**config.mk**
```make
export PLATFORM = sky130hd
export DESIGN_NAME = hbs_front
export DESIGN_NICKNAME = d
export VERILOG_FILES = /design/src/hbs_pkg.sv /design/src/hbs_front.sv
export SDC_FILE = /design/constraint.sdc
export NUM_CORES = 2
export LEC_CHECK = 0
export ABC_CLOCK_PERIOD_IN_PS = 10200
export BUFFER_PORTS_ARGS = -buffer_cell sky130_fd_sc_hd__buf_2
export CAP_MARGIN = 20
export CORE_MARGIN = 4
export CORE_UTILIZATION = 66
export DETAILED_ROUTE_END_ITERATION = 10
export PLACE_DENSITY = 0.84
export SYNTH_ARGS = -nofsm -noshare
export SYNTH_HDL_FRONTEND = slang
export SYNTH_SLANG_ARGS = --single-unit
```
**constraint.sdc**
```tcl
create_clock -name clk -period 10.2 [get_ports clk]
set_input_delay 0.51 -clock clk [delete_from_list [all_inputs] [get_ports clk]]
set_output_delay 0.51 -clock clk [all_outputs]
set_load 0.02 [all_outputs]
```
**src/hbs_pkg.sv**
```systemverilog
package hbs_pkg;

  // grid size limit and output queue depth defaults
  localparam int MAX_SIDE_DEF  = 257;
  localparam int OUT_DEPTH_DEF = 8;

  // field widths
  localparam int XW      = 25;
  localparam int CIW     = 17;
  localparam int HW      = 16;
  localparam int RECIP_W = 24;
  localparam int SIDE_W  = 9;
  localparam int CFG_DW  = 24;
  localparam int FRAC_W  = 8;

  // coordinate Q.8 times reciprocal Q.16 gives a Q.24 scaled position
  localparam int SCALE_SH = 24;
  localparam int PW       = XW - 1 + RECIP_W;
  localparam int IXW      = PW - SCALE_SH;

  localparam logic [RECIP_W-1:0] RECIP_RST = 24'd16384;
  localparam logic [SIDE_W-1:0]  SIDE_RST  = 9'd257;

  typedef enum logic {
    CFG_SCALE_RECIP = 1'b0,
    CFG_SIDE        = 1'b1
  } cfg_idx_t;

  typedef enum logic {
    FUNC_WRITE = 1'b0,
    FUNC_QUERY = 1'b1
  } func_t;

  // per-item control that travels along the pipeline
  typedef struct packed {
    logic              query;
    logic              ok;
    logic [FRAC_W-1:0] fx;
    logic [FRAC_W-1:0] fz;
  } hbs_ctrl_t;

endpackage

```
**src/hbs_front.sv**
```systemverilog
module hbs_front
  import hbs_pkg::*;
#(
  parameter int MAX_SIDE = MAX_SIDE_DEF,
  localparam int AW = $clog2(MAX_SIDE * MAX_SIDE),
  localparam int IW = $clog2(MAX_SIDE),
  localparam int SW = $clog2(MAX_SIDE + 1)
) (
  input  logic                  clk,
  input  logic                  rst_n,
  input  logic                  fire,
  output logic                  ready,
  input  logic                  func,
  input  logic signed [XW-1:0]  x_pos,
  input  logic signed [XW-1:0]  z_pos,
  input  logic [CIW-1:0]        cell_index,
  input  logic [HW-1:0]         height_value,
  input  logic [RECIP_W-1:0]    recip,
  input  logic [SW-1:0]         side,
  input  logic                  m_ready,
  output logic                  vld,
  output hbs_ctrl_t             ctrl,
  output logic [AW-1:0]         base,
  output logic [CIW-1:0]        cidx,
  output logic [HW-1:0]         hval
);

  localparam int SXW = PW - SCALE_SH + FRAC_W;

  // stage 1: scale both coordinates
  logic            p1_vld_r;
  logic            p1_func_r;
  logic            p1_neg_r;
  logic [SXW-1:0]  p1_sx_r;
  logic [SXW-1:0]  p1_sz_r;
  logic [CIW-1:0]  p1_cidx_r;
  logic [HW-1:0]   p1_hval_r;
  logic [PW-1:0]   sx_full;
  logic [PW-1:0]   sz_full;

  // stage 2: range check and flat base address
  logic            p2_vld_r;
  hbs_ctrl_t       p2_ctrl_r;
  hbs_ctrl_t       p2_ctrl_nxt;
  logic [AW-1:0]   p2_base_r;
  logic [AW-1:0]   p2_base_nxt;
  logic [CIW-1:0]  p2_cidx_r;
  logic [HW-1:0]   p2_hval_r;

  logic            p1_ready;
  logic            p2_ready;
  logic [IXW-1:0]  ix;
  logic [IXW-1:0]  iz;
  logic [IXW-1:0]  lim;
  logic [IW+SW-1:0] row_off;

  assign p2_ready = !p2_vld_r || m_ready;
  assign p1_ready = !p1_vld_r || p2_ready;
  assign ready    = p1_ready;

  assign sx_full = PW'(x_pos[XW-2:0]) * PW'(recip);
  assign sz_full = PW'(z_pos[XW-2:0]) * PW'(recip);

  always_ff @(posedge clk) begin
    if (!rst_n) begin
      p1_vld_r <= 1'b0;
    end else if (p1_ready) begin
      p1_vld_r <= fire;
    end
    if (fire) begin
      p1_func_r <= func;
      p1_neg_r  <= x_pos[XW-1] | z_pos[XW-1];
      p1_sx_r   <= sx_full[PW-1:SCALE_SH-FRAC_W];
      p1_sz_r   <= sz_full[PW-1:SCALE_SH-FRAC_W];
      p1_cidx_r <= cell_index;
      p1_hval_r <= height_value;
    end
  end

  assign ix      = p1_sx_r[SXW-1:FRAC_W];
  assign iz      = p1_sz_r[SXW-1:FRAC_W];
  assign lim     = IXW'(side) - IXW'(1);
  assign row_off = iz[IW-1:0] * side;

  always_comb begin
    p2_ctrl_nxt.query = (func_t'(p1_func_r) == FUNC_QUERY);
    p2_ctrl_nxt.ok    = !p1_neg_r && (side >= SW'(2)) && (ix < lim) && (iz < lim);
    p2_ctrl_nxt.fx    = p1_sx_r[FRAC_W-1:0];
    p2_ctrl_nxt.fz    = p1_sz_r[FRAC_W-1:0];
    p2_base_nxt       = AW'(row_off) + AW'(ix[IW-1:0]);
  end

  always_ff @(posedge clk) begin
    if (!rst_n) begin
      p2_vld_r <= 1'b0;
    end else if (p2_ready) begin
      p2_vld_r <= p1_vld_r;
    end
    if (p1_vld_r && p2_ready) begin
      p2_ctrl_r <= p2_ctrl_nxt;
      p2_base_r <= p2_base_nxt;
      p2_cidx_r <= p1_cidx_r;
      p2_hval_r <= p1_hval_r;
    end
  end

  assign vld  = p2_vld_r;
  assign ctrl = p2_ctrl_r;
  assign base = p2_base_r;
  assign cidx = p2_cidx_r;
  assign hval = p2_hval_r;

endmodule

```
* Word-level counts from Yosys, hierarchy flattened *
Index checks and enable logic that the tools add are counted.

operators by class
  add/subtract/negate cells = 2
  order comparisons = 3
  $mul = 3
  bitwise operators = 1
  reductions and logical operators = 9

operators by type and width
  kind                    count
  $mul A24 B24 Y48        2
  $lt A24 B24 Y1          2
  $add A17 B9 Y17         1
  $mul A9 B9 Y17          1
  $sub A9 B1 Y10 const B  1
  $ge A9 B2 Y1 const B    1
  $logic_and A1 B1 Y1     4
  $logic_not A1 Y1        3
  $logic_or A1 B1 Y1      2
  $or A1 B1 Y1            1

word-level totals
  word-level logic and storage cells = 33
  input bits = 121
  register bits = 169

* Depth between registers and ports, before layout *
  depth in word-level cells = 4
  depth in mapped cells = 28
  mapped depth without buffers = 26

* Least setup slack after synthesis *
Ideal clock, no wire load.

  kind = in2reg
  start point = input port recip[9]
  end point = register p1_sx_r[31] (data pin)
  stages = 26
  slack = 2159 ps
  buffers on the path = 2
  arrival = 7905 ps
  setup time = 136 ps
  required time = 10064 ps
  cell sequence = clkbuf_1 > clkbuf_1 > nand2_1 > fa_1 > inv_1 > fa_1 > inv_1 > fa_1 > inv_1 > fa_1 > fa_1 > fa_1 > inv_1 > fa_1 > inv_1 > ha_1 > a21o_1 > a21o_1 > a221o_1 > or3_1 > o221a_2 > o41a_1 > a31o_1 > o41a_1 > or4_1 > nand3_1

on the way
  word-level cells in the longest chain between the ends = 1

RTL lines
  element               RTL line         source
  from (decl)           hbs_front.sv:18  input logic [RECIP_W-1:0] recip,
  $mul A24 B24 Y48      hbs_front.sv:61  assign sx_full = PW'(x_pos[XW-2:0]) * PW'(recip);
  via sx_full[47]       hbs_front.sv:38  logic [PW-1:0] sx_full;
  to (signal assigned)  hbs_front.sv:73  p1_sx_r <= sx_full[PW-1:SCALE_SH-FRAC_W];
  to (decl)             hbs_front.sv:34  logic [SXW-1:0] p1_sx_r;

The timed path passes the listed nets, and every way through them passes these cells.
A chain may end at the register's enable or synchronous reset.

* Worst setup path after layout *
  start point = input port recip[3]
  end point = register p1_sx_r[31] (data pin)

Same word-level chain as after synthesis.

==> metrics.md <==
| Metric | Value |
|---|---|
| Outcome | finished, final reports clean |
| Fin util | 0.700 |
| Avg Cell Area, Syn | between 9 and 10 um^2 |
| Fin nets | 6296 |
| Area delta synth->final | 4.30% |
| First-pass GRT wire length | ~180000 um |
| Pin count of the biggest net entering global routing | 74 |
| Pre-antenna DRT Iters | 6 |
| Final Cycle Share | 0.820 |
| Synth cell count leaders | inv_1, fa_1, nand2_1 |
| CTS HTree Levels | 4 |
| HPWL after DPL | 83800 um |
| Worst EP required | 10.55 ns |
| Area leader, netlist | fa_1 |
| Flops & latches, synth | 169 |
| Register area | 5050 um^2 |
| Vias in the first global route | 36100 |
| Cells along the critical path | buf_2 -> buf_4 -> nand2_1 -> fa_1 -> fa_1 -> fa_1 -> fa_1 -> inv_1 -> fa_1 -> fa_1 -> inv_1 -> fa_1 -> inv_1 -> ha_1 -> a21oi_1 -> o21ai_0 -> a221o_1 -> or3_1 -> o221a_2 -> o41a_1 -> a31o_1 -> o41a_1 -> or4_1 -> nand3_1 |
| Crit start category | primary input |
| Post-layout min period | 8.36 ns |
| Drt total wl | ~110000 um |
| Initial Utilization | 0.671 |
| Max_cap viols | 0 |
| Clk pin slew, worst setup/hold paths | 0.09 ns |
| CP endpoint kind | flop |
| Root buffer cell | clkbuf_16 |
| Final Hold Fails | 0 |
| Clock sink total | 169 |
| Via count | 32300 |
| Core area | approximately 68000 um^2 |
| ANT nets after route | 0 |
| Routed wire per std cell | 19.1 um |
| CP dominant cell by count | fa_1 |
| Post-synth top area share | 0.448 |
| Post-route insts no fill | ~5600 |
| Worst Tran Pin Value | 1.11 ns |
| Setup bufs post-CTS | 0 |
| DR iter-0 viols | between 2000 and 2500 |
| Normalized max-slew margin | 0.260 |
| Fin worst setup slack | approximately 1.8 ns |
| Setup TNS | 0 ns |
| Final Skew | roughly 0.029 ns |
| Grt ovf | 0 |
| Io pins | 191 |
| Bufs and invs on worst path | 5 |
| Port bufs | 190 |
| RSZ-0062 raised after global routing | no |
| Core Rows | 95 |
| Residual DRC count | 0 |
| Synth Warn # | 0 |
| CP max FO | 33 |
| Die height | 270 um |
| Post-synthesis cell type count | 55 |
| Gr usage total | 0.310 |
| CP delay by family, top | adder cells |
| Dpl ws | approximately 1.4 ns |
| # setup viols final | 0 |
| Maximum clock path buffer count | 2 |
| Most numerous cell in the Yosys netlist | inv_1 |
| Mapped Area | approximately 45000 um^2 |
| Placed cells | approximately 5600 |
| Die footprint | approximately 73000 um^2 |
| Synth Flop Type | edfxtp_1 |
| Post-synth EDFFs | approximately 170 |
| CTS Hold Bufs | 0 |
| Filler instances | 4938 |
| Initial antenna violation count | 5 |
| Clock Latency Late Sink | 0.49 ns |
| Worst EP arrival | between 8 and 9 ns |
| CTS-repair resized insts | 0 |
| Worst Hold Class | primary input to flop |
| Mapped Nets | 6301 |
| Critical path type | primary input to flop |
| Gpl congestion | 0.906 |
| Die X | 270 um |
| Share of layout cells above drive strength 1 | 0.0534 |
| Asr flop ratio synth | 0 |
| Slowest CP cell | buf_2 |
| Top cells by area, synth | fa_1, ha_1, edfxtp_1, inv_1, and2_1 |
| Slew Limit Fails | 0 |
| Multi-input logic area | 35200 um^2 |
| CTS tree | done |
| F_max | 120 MHz |
| Vias per Instance | 5.75 |
| Share of the yosys chip area belonging to registers | 0.111 |
| Mapped Cells | ~4700 |
| Crit path largest cell delay | 0.64 ns |
| Inserted Clock Buffers | 17 |
-- flip-flops by register name, indices dropped and copies added, names as in the netlist, 16 cells and up --
name       cells
p1_hval_r     16
hval          16
base          17
cidx          17
p1_sz_r       32
ctrl          18
p1_cidx_r     17
p1_sx_r       32
-- metrics by stage --
stage	area [um^2]	hold WS (ns)
after floorplan	45400	0.400
after global placement	46700	0.400
after detailed placement	46700	0.405
after CTS	47300	0.172
after global routing	47400	0.177
final	47400	0.191
-- worst register-to-register path, cell delays in order, from the launching register on --
cell	delay, ns
edfxtp_1	0.58
and2_1	0.26
fa_1	0.58
fa_1	0.46
fa_1	0.46
fa_1	0.53
fa_1	0.41
ha_1	0.34
and2_1	0.20
a22o_1	0.22
a311oi_1	0.31
or2_2	0.20
o2111ai_1	0.15
a21oi_1	0.22
xnor2_1	0.10
-- worst paths after layout --
path	startpoint	cells past startpoint	slack (ns)	endpoint
max	recip[3]	24	1.84	p1_sx_r[31]
max reg2reg	p1_sz_r[15]	14	4.94	base[16]
min reg2reg	p1_sz_r[7]	0	0.42	ctrl[7]
min	height_value[4]	1	0.19	p1_hval_r[4]
-- layout by cell type, fill, tap and decap left out, drive strengths merged, types with 18 or more instances in the layout --
| cell type | netlist | layout |
|---|---|---|
| clkbuf | 236 | 18 |
| edfxtp | 167 | 167 |
| and2 | 611 | 611 |
| a21oi | 72 | 72 |
| buf | 1 | 213 |
| nand2 | 647 | 647 |
| ha | 438 | 438 |
| nor3 | 18 | 18 |
| nand4 | 20 | 20 |
| nor2 | 33 | 33 |
| inv | 1142 | 1147 |
| xor2 | 28 | 28 |
| a21o | 50 | 50 |
| xnor2 | 57 | 57 |
| fa | 1016 | 1016 |
| o21a | 18 | 18 |
| o21ai | 36 | 36 |
-- cell families after synthesis --
| logic type | share of synthesized area |
|---|---|
| fa+ha+maj | 0.569 |
| simple gates | 0.155 |
| buf+inv | 0.114 |
| compound gates | 0.0345 |
| flops | 0.111 |
| xor+xnor | 0.0164 |
-- area by class of cell --
class,count,share of cell area
Antenna cell,5,0.000264
Clock buffer,18,0.00906
Clock inverter,14,0.00338
Inverter,1142,0.0905
Multi-Input combinational cell,3178,0.743
Sequential cell,169,0.107
Tap cell,873,0.0231
Timing Repair Buffer,213,0.0240
-- metal layers --
| metal | track usage | share of wire | up-vias | wire [um] |
|---|---|---|---|---|
| li1 | - | - | 13900 | - |
| met1 | 0.379 | 0.36 | 16500 | 38400 |
| met2 | 0.535 | 0.51 | 1499 | 54400 |
| met3 | 0.0507 | 0.076 | 413 | 8190 |
| met4 | 0.160 | 0.059 | 2 | 6290 |
| met5 | 0 | 0.000075 | - | 8 |
Power is not shown: default switching activity piles up to over one toggle a cycle in this logic, so the estimate is an artifact.
