===== src/hbs_pkg.sv =====
package hbs_pkg;

  // grid size limit and output queue depth defaults
  localparam int MAX_SIDE_DEF  = 257;
  localparam int OUT_DEPTH_DEF = 8;

  // field widths
  localparam int XW      = 25;
  localparam int CIW     = 17;
  localparam int HW      = 16;
  localparam int RECIP_W = 24;
  localparam int SIDE_W  = 9;
  localparam int CFG_DW  = 24;
  localparam int FRAC_W  = 8;

  // coordinate Q.8 times reciprocal Q.16 gives a Q.24 scaled position
  localparam int SCALE_SH = 24;
  localparam int PW       = XW - 1 + RECIP_W;
  localparam int IXW      = PW - SCALE_SH;

  localparam logic [RECIP_W-1:0] RECIP_RST = 24'd16384;
  localparam logic [SIDE_W-1:0]  SIDE_RST  = 9'd257;

  typedef enum logic {
    CFG_SCALE_RECIP = 1'b0,
    CFG_SIDE        = 1'b1
  } cfg_idx_t;

  typedef enum logic {
    FUNC_WRITE = 1'b0,
    FUNC_QUERY = 1'b1
  } func_t;

  // per-item control that travels along the pipeline
  typedef struct packed {
    logic              query;
    logic              ok;
    logic [FRAC_W-1:0] fx;
    logic [FRAC_W-1:0] fz;
  } hbs_ctrl_t;

endpackage


===== src/hbs_interp.sv =====
module hbs_interp
  import hbs_pkg::*;
#(
  parameter int OUT_DEPTH = OUT_DEPTH_DEF
) (
  input  logic          clk,
  input  logic          rst_n,
  input  logic          vld,
  input  hbs_ctrl_t     ctrl,
  input  logic [HW-1:0] h11,
  input  logic [HW-1:0] h12,
  input  logic [HW-1:0] h21,
  input  logic [HW-1:0] h22,
  output logic          out_tvalid,
  input  logic          out_tready,
  output logic [HW-1:0] out_tdata,  // height_out
  output logic          out_tuser   // in_range
);

  localparam int PTRW = $clog2(OUT_DEPTH);
  localparam int QCW  = $clog2(OUT_DEPTH + 1);
  localparam int AXW  = HW + FRAC_W;
  localparam int RW   = HW + 2 * FRAC_W;

  typedef struct packed {
    logic          in_range;
    logic [HW-1:0] height;
  } res_t;

  // x pass
  logic signed [HW:0]           dx_a;
  logic signed [HW:0]           dx_b;
  logic signed [HW+FRAC_W+1:0]  px_a;
  logic signed [HW+FRAC_W+1:0]  px_b;
  logic signed [HW+FRAC_W+1:0]  sum_a;
  logic signed [HW+FRAC_W+1:0]  sum_b;
  logic                         l_vld_r;
  logic                         l_ok_r;
  logic [FRAC_W-1:0]            l_fz_r;
  logic [AXW-1:0]               l_a_r;
  logic [AXW-1:0]               l_b_r;

  // z pass
  logic signed [AXW:0]          dz;
  logic signed [RW+1:0]         pz;
  logic signed [RW+1:0]         sum_z;
  res_t                         res_nxt;

  // result queue
  res_t                         q_r [OUT_DEPTH];
  logic [PTRW-1:0]              wp_r;
  logic [PTRW-1:0]              rp_r;
  logic [QCW-1:0]               qcnt_r;
  logic                         push;
  logic                         pop;

  assign dx_a  = $signed({1'b0, h12}) - $signed({1'b0, h11});
  assign dx_b  = $signed({1'b0, h22}) - $signed({1'b0, h21});
  assign px_a  = dx_a * $signed({1'b0, ctrl.fx});
  assign px_b  = dx_b * $signed({1'b0, ctrl.fx});
  assign sum_a = $signed({2'b00, h11, {FRAC_W{1'b0}}}) + px_a;
  assign sum_b = $signed({2'b00, h21, {FRAC_W{1'b0}}}) + px_b;

  always_ff @(posedge clk) begin
    if (!rst_n) begin
      l_vld_r <= 1'b0;
    end else begin
      l_vld_r <= vld;
    end
    if (vld) begin
      l_ok_r <= ctrl.ok;
      l_fz_r <= ctrl.fz;
      l_a_r  <= sum_a[AXW-1:0];
      l_b_r  <= sum_b[AXW-1:0];
    end
  end

  assign dz    = $signed({1'b0, l_b_r}) - $signed({1'b0, l_a_r});
  assign pz    = dz * $signed({1'b0, l_fz_r});
  assign sum_z = $signed({2'b00, l_a_r, {FRAC_W{1'b0}}}) + pz;

  always_comb begin
    res_nxt.in_range = l_ok_r;
    res_nxt.height   = l_ok_r ? sum_z[RW-1:2*FRAC_W] : '0;
  end

  assign push = l_vld_r;
  assign pop  = out_tvalid && out_tready;

  always_ff @(posedge clk) begin
    if (push) begin
      q_r[wp_r] <= res_nxt;
    end
  end

  always_ff @(posedge clk) begin
    if (!rst_n) begin
      wp_r   <= '0;
      rp_r   <= '0;
      qcnt_r <= '0;
    end else begin
      if (push) begin
        wp_r <= (wp_r == PTRW'(OUT_DEPTH - 1)) ? '0 : wp_r + PTRW'(1);
      end
      if (pop) begin
        rp_r <= (rp_r == PTRW'(OUT_DEPTH - 1)) ? '0 : rp_r + PTRW'(1);
      end
      qcnt_r <= qcnt_r + QCW'(push) - QCW'(pop);
    end
  end

  assign out_tvalid = (qcnt_r != '0);
  assign out_tdata  = q_r[rp_r].height;
  assign out_tuser  = q_r[rp_r].in_range;

  // upstream credit keeps a slot free for every result in flight
  a_push_room: assert property (@(posedge clk) disable iff (!rst_n)
    push |-> (qcnt_r < QCW'(OUT_DEPTH)))
    else $error("result queue overflow");

endmodule


===== config.mk =====
export PLATFORM = sky130hd
export DESIGN_NAME = hbs_interp
export DESIGN_NICKNAME = d
export VERILOG_FILES = /design/src/hbs_pkg.sv /design/src/hbs_interp.sv
export SDC_FILE = /design/constraint.sdc
export NUM_CORES = 1
export LEC_CHECK = 0
export BUFFER_PORTS_ARGS = -buffer_cell sky130_fd_sc_hd__buf_4
export CAP_MARGIN = 10
export CORE_ASPECT_RATIO = 1.25
export CORE_UTILIZATION = 45
export CTS_CLUSTER_DIAMETER = 40
export DETAILED_ROUTE_END_ITERATION = 8
export PLACE_DENSITY = 0.61
export SYNTH_ARGS = -nofsm -noshare
export SYNTH_HDL_FRONTEND = slang
export SYNTH_SLANG_ARGS = --single-unit

===== constraint.sdc =====
create_clock -name clk -period 10.4 [get_ports clk]
set_input_delay 2.08 -clock clk [delete_from_list [all_inputs] [get_ports clk]]
set_output_delay 2.08 -clock clk [all_outputs]
set_load 0.05 [all_outputs]

# Yosys cells after proc, flatten, opt, wreduce, memory -nomap -nowiden
# Memory sizes are Yosys's and may differ from the RTL's. A register that Yosys moved wholly into a read port is not among the register bits.
# Cells that the tools add are included.
# W data, S select, Z words.
word_totals:
  regBits: 68
  ramBits: 136
  inputBits: 86
  out_inout_bits: 18
  elab_cells: 33
  memories: 1
classes:
  addsub: 10
  mul: 3
  n_eq_ne: 2
  muxes: 7
  n_reduce_logical: 2
memory_table:
  columns: ["name", "depth", "word_bits", "rd", "rd_ports_with_merged_regs", "wr", "line_no", "source"]
  rows:
  - ["q_r", 8, 17, 1, 1, 1, "hbs_interp.sv:50", "res_t q_r [OUT_DEPTH];"]
ops:
  columns: ["cell", "n"]
  rows:
  - ["$add A24 B24 Y24", 2]
  - ["$mul A17 B9 Y24", 2]
  - ["$sub A16 B16 Y17", 2]
  - ["$add A32 B32 Y32", 1]
  - ["$mul A25 B9 Y32", 1]
  - ["$sub A24 B24 Y25", 1]
  - ["$mux W16", 1]
  - ["$mux W3", 4]
  - ["$add A3 B1 Y3 const B", 2]
  - ["$eq A3 B3 Y1 const B", 2]
  - ["$add A4 B1 Y4", 1]
  - ["$reduce_bool A4 Y1", 1]
  - ["$sub A4 B1 Y4", 1]
  - ["$mux W1", 2]
  - ["$logic_and A1 B1 Y1", 1]

# Depth between registers and ports, before layout
logic_depth:
  depth_word: 4
  ltp_mapped: 30
  ltp_nobuf: 30

# Least setup slack after synthesis
# No wires, ideal clock.
synth_timing:
  path_kind: "input-to-reg"
  start: "in h21[1]"
  end: "reg l_b_r[23], data pin"
  setup_time_ns: 0.258
  arrival_ns: 8.478
  required_ns: 10.142
  slack_ns: 1.665
  stages: 29
  path_buffers: 0
  cell_sequence: "inv_1 -> ha_1 -> nor2b_1 -> o21a_1 -> o21ai_0 -> a211oi_1 -> nor3_1 -> nand2b_1 -> a21oi_1 -> xor2_1 -> nand2_1 -> fa_1 -> inv_1 -> fa_1 -> fa_1 -> inv_1 -> fa_1 -> fa_1 -> inv_1 -> ha_1 -> or3_1 -> o21ba_2 -> nor3_1 -> o21a_1 -> o41a_1 -> nor4_1 -> o41ai_1 -> xnor2_1 -> xnor2_1"
synth_between:
  elab_chain_cells: 3
synth_lines:
  columns: ["element", "line_no", "source"]
  rows:
  - ["start: declaration", "hbs_interp.sv:12", "input logic [HW-1:0] h21,"]
  - ["$sub A16 B16 Y17", "hbs_interp.sv:58", "assign dx_b = $signed({1'b0, h22}) - $signed({1'b0, h21});"]
  - ["$mul A17 B9 Y24", "hbs_interp.sv:60", "assign px_b = dx_b * $signed({1'b0, ctrl.fx});"]
  - ["$add A24 B24 Y24 *", "hbs_interp.sv:62", "assign sum_b = $signed({2'b00, h21, {FRAC_W{1'b0}}}) + px_b;"]
  - ["named net sum_b[23]", "hbs_interp.sv:36", "logic signed [HW+FRAC_W+1:0] sum_b;"]
  - ["end signal: assignment", "hbs_interp.sv:74", "l_b_r <= sum_b[AXW-1:0];"]
  - ["end: declaration", "hbs_interp.sv:41", "logic [AXW-1:0] l_b_r;"]
# The timed path passes the listed nets; every way through them passes the cells marked *.
# A chain may end at the register's enable or synchronous reset.

# Final worst setup path
# Same ends and word-level chain as after synthesis.

==> impl_metrics.py <==
metrics = {
    "logic_synthesis": {
        "syn_inst": 2579,
        "yosysTopAreaCell": "fa_1",
        "yosys_warnings": 0,
        "ys_top_cells_by_area": "fa_1 31%, edfxtp_1 22%, ha_1 11%, inv_1 7.9%, and2_1 5.2%",
        "ys_seq_area_share_pct": 22.7,
        "ys_ff_latch": 207,
        "syn_area_um2": 26700,
        "synth_edf_count": 193,
        "yosysTopAreaCellShare_pct": 30.9,
        "ys_types": 67,
        "synth_flop_cell": "edfxtp_1",
        "syn_nets": 3304,
        "avgSynthCellArea_um2": 10.4,
        "async_reset_ff_share_pct": 0,
    },
    "route": {
        "vias": 17721,
        "drt.antenna.violating_nets": 0,
        "route.detailed.drc": 7,
        "via_per_inst": 5.15,
        "drtPass1Iterations": 7,
        "drt_iter0_markers": 706,
        "wire_per_inst_um": 16.9,
        "wirelength_um": 58100,
    },
    "clock_tree": {
        "cts_setup_buffers": 0,
        "cts_buffer_depth": 3,
        "clock_latency_ps": 550,
        "h-tree-depth": 1,
        "cts_sinks": 207,
        "cts.reportedPaths.clkPinSlew_ps": 60,
        "hold_buffers": 0,
        "cts_resized": 0,
        "cts_buffers": 24,
        "cts_tree": "done",
        "cts_root_buffer": "clkbuf_16",
    },
    "setup_path": {
        "crit_type": "in -> reg",
        "end_kind": "flop",
        "cp_max_fo": 3,
        "cpMaxStageDelayCell": "a211oi_1",
        "cpMostUsedCell": "fa_1",
        "worst_r2r_path_depth": 29,
        "reg2reg_slack_ps": 1460,
        "crit_path_max_incr_delay_ps": 580,
        "timing.rr.end": "q_r[3][7]",
        "cp-start-kind": "input pin",
        "crit_required_ps": 10680,
        "r2r-start": "l_a_r[0]",
        "cp.arrival_ps": 9750,
    },
    "placement": {
        "port_buffers": 102,
        "placed_cell_area_um2": 28400,
        "place_hpwl_um": 46900,
        "dp.cells": 3401,
        "place_congestion": 0.817,
    },
    "grt": {
        "grt_overflow": 0,
        "grt_usage_pct": 20.5,
        "grt_pass1_wl_um": 98500,
        "grt_max_degree": 59,
        "grt_pass1_vias": 19788,
        "grt_antenna_before_repair": 0,
    },
    "cells_and_area": {
        "antenna_cells": 0,
        "final-instance-count-excl-fill": 3444,
        "layout.nets": 3395,
        "final_common_cell": "inv_1",
        "drive_gt1_share_pct": 9.01,
        "final_cell_mix": "566 x inv_1, 413 x fa_1, 242 x nand2_1",
        "n_fill_cell": 5373,
        "syn_to_final_growth_pct": 9.17,
        "fin_area_um2": 29200,
    },
    "sta": {
        "max_freq_mhz": 106,
        "finalCritPeriodShare_pct": 91.0,
        "maxSlewHeadroom_pct": 25.7,
        "worst_clock_skew_ps": 19.9,
        "fin_crit_ps": 9460,
        "hold_violations": 0,
        "finalSetupViolCount": 0,
        "rsz0062_at_grt": "no",
        "finalSetupTns_ps": 0,
        "slew_viol_final": 0,
        "tightest_slew_ps": 1110,
    },
    "min_path": {
        "hold_start": "rp_r[2]",
        "min_path_cells": 2,
        "hp-class": "reg -> reg",
    },
    "status": {
        "violations": "DRC",
        "outcome": "complete, but fails checks",
    },
    "run": {
        "maxCapViolations": 0,
    },
    "floorplanning": {
        "rows": 99,
        "io-pin-count": 104,
        "start_util_pct": 45.6,
        "die_w_um": 220,
        "die-area_um2": 60400,
        "core_region_area_um2": 58600,
        "die_h_um": 275,
    },
}
worst max-delay path by stage:
stage                 from  cells after the start  slack [ps]         to
finish              h21[1]                     31         940  l_b_r[23]
global route        h12[0]                     31         490  l_a_r[23]
CTS                 h21[1]                     31         870  l_b_r[23]
detailed placement  h21[1]                     31         290  l_b_r[23]
global placement    h21[1]                     31         420  l_b_r[23]
floorplan           h21[1]                     29        1660  l_b_r[23]
cell usage after synthesis, types with 13 or more instances:
master    number
o21ai_0       20
a21oi_1       68
fa_1         413
a211oi_1      13
xnor2_1       89
nor2_1        82
mux4_2        34
dfxtp_1       14
ha_1         226
nor3_1        27
nand3_1       23
o21bai_1      13
nand2b_1      33
o21a_1        25
edfxtp_1     193
and2_1       223
a21o_1        20
mux2_2        22
xor2_1        28
clkbuf_1      55
inv_1        566
nand2_1      242
nor2b_1       51
sequential cells by signal (all words and copies together), names as in the netlist, named ones only:
name     flops
wp_r         3
l_vld_r      1
l_ok_r       1
l_fz_r       8
qcnt_r       4
rp_r         3
l_a_r       24
q_r        136
l_b_r       24
critical path: cells and delay by family:
family                     cells  cell delay [ps]
and+or+nand+nor                7             1410
xor gates and xnor gates       3              780
AOI/OAI and AO/OA              8             2010
buffers and inverters          6              500
adders and majority gates      7             2960
metal layers:
metal | track usage (%) | up-vias | routed length, um
met5 | 0 | - | 0
met4 | 5.50 | 0 | 1540
met3 | 1.42 | 83 | 1420
met2 | 40.1 | 264 | 32300
met1 | 23.8 | 9085 | 22800
li1 | - | 8289 | -
cell type report:
| type | count | area [um2] | area share [%] |
|---|---|---|---|
| Sequential cell | 207 | 6080 | 20.8 |
| Tap cell | 757 | 947 | 3.25 |
| Clock inverter | 18 | 163 | 0.557 |
| Inverter | 566 | 2120 | 7.28 |
| Clock buffer | 25 | 604 | 2.07 |
| Multi-Input combinational cell | 1746 | 18300 | 62.8 |
| Timing Repair Buffer | 125 | 938 | 3.22 |
kinds of logic after synthesis:
group | Yosys count | share of synthesized area (%)
simple gates | 714 | 13.6
fa+ha+maj | 639 | 41.5
buf+inv | 626 | 8.79
compound gates | 214 | 5.55
flops | 207 | 22.7
xor+xnor | 118 | 3.89
mux | 61 | 3.98
per-stage QoR:
step                      setup slack (ps)  hold WS [ps]  utilization [%]
final                                  937           511             49.8
after global routing                   491           544             49.8
after CTS                              866           518             49.8
after detailed placement               289           503             48.5
after global placement                 420           490             48.5
after floorplan                       1660           467                -
Power is not shown: default switching activity piles up to over one toggle a cycle in this logic, so the estimate is an artifact.
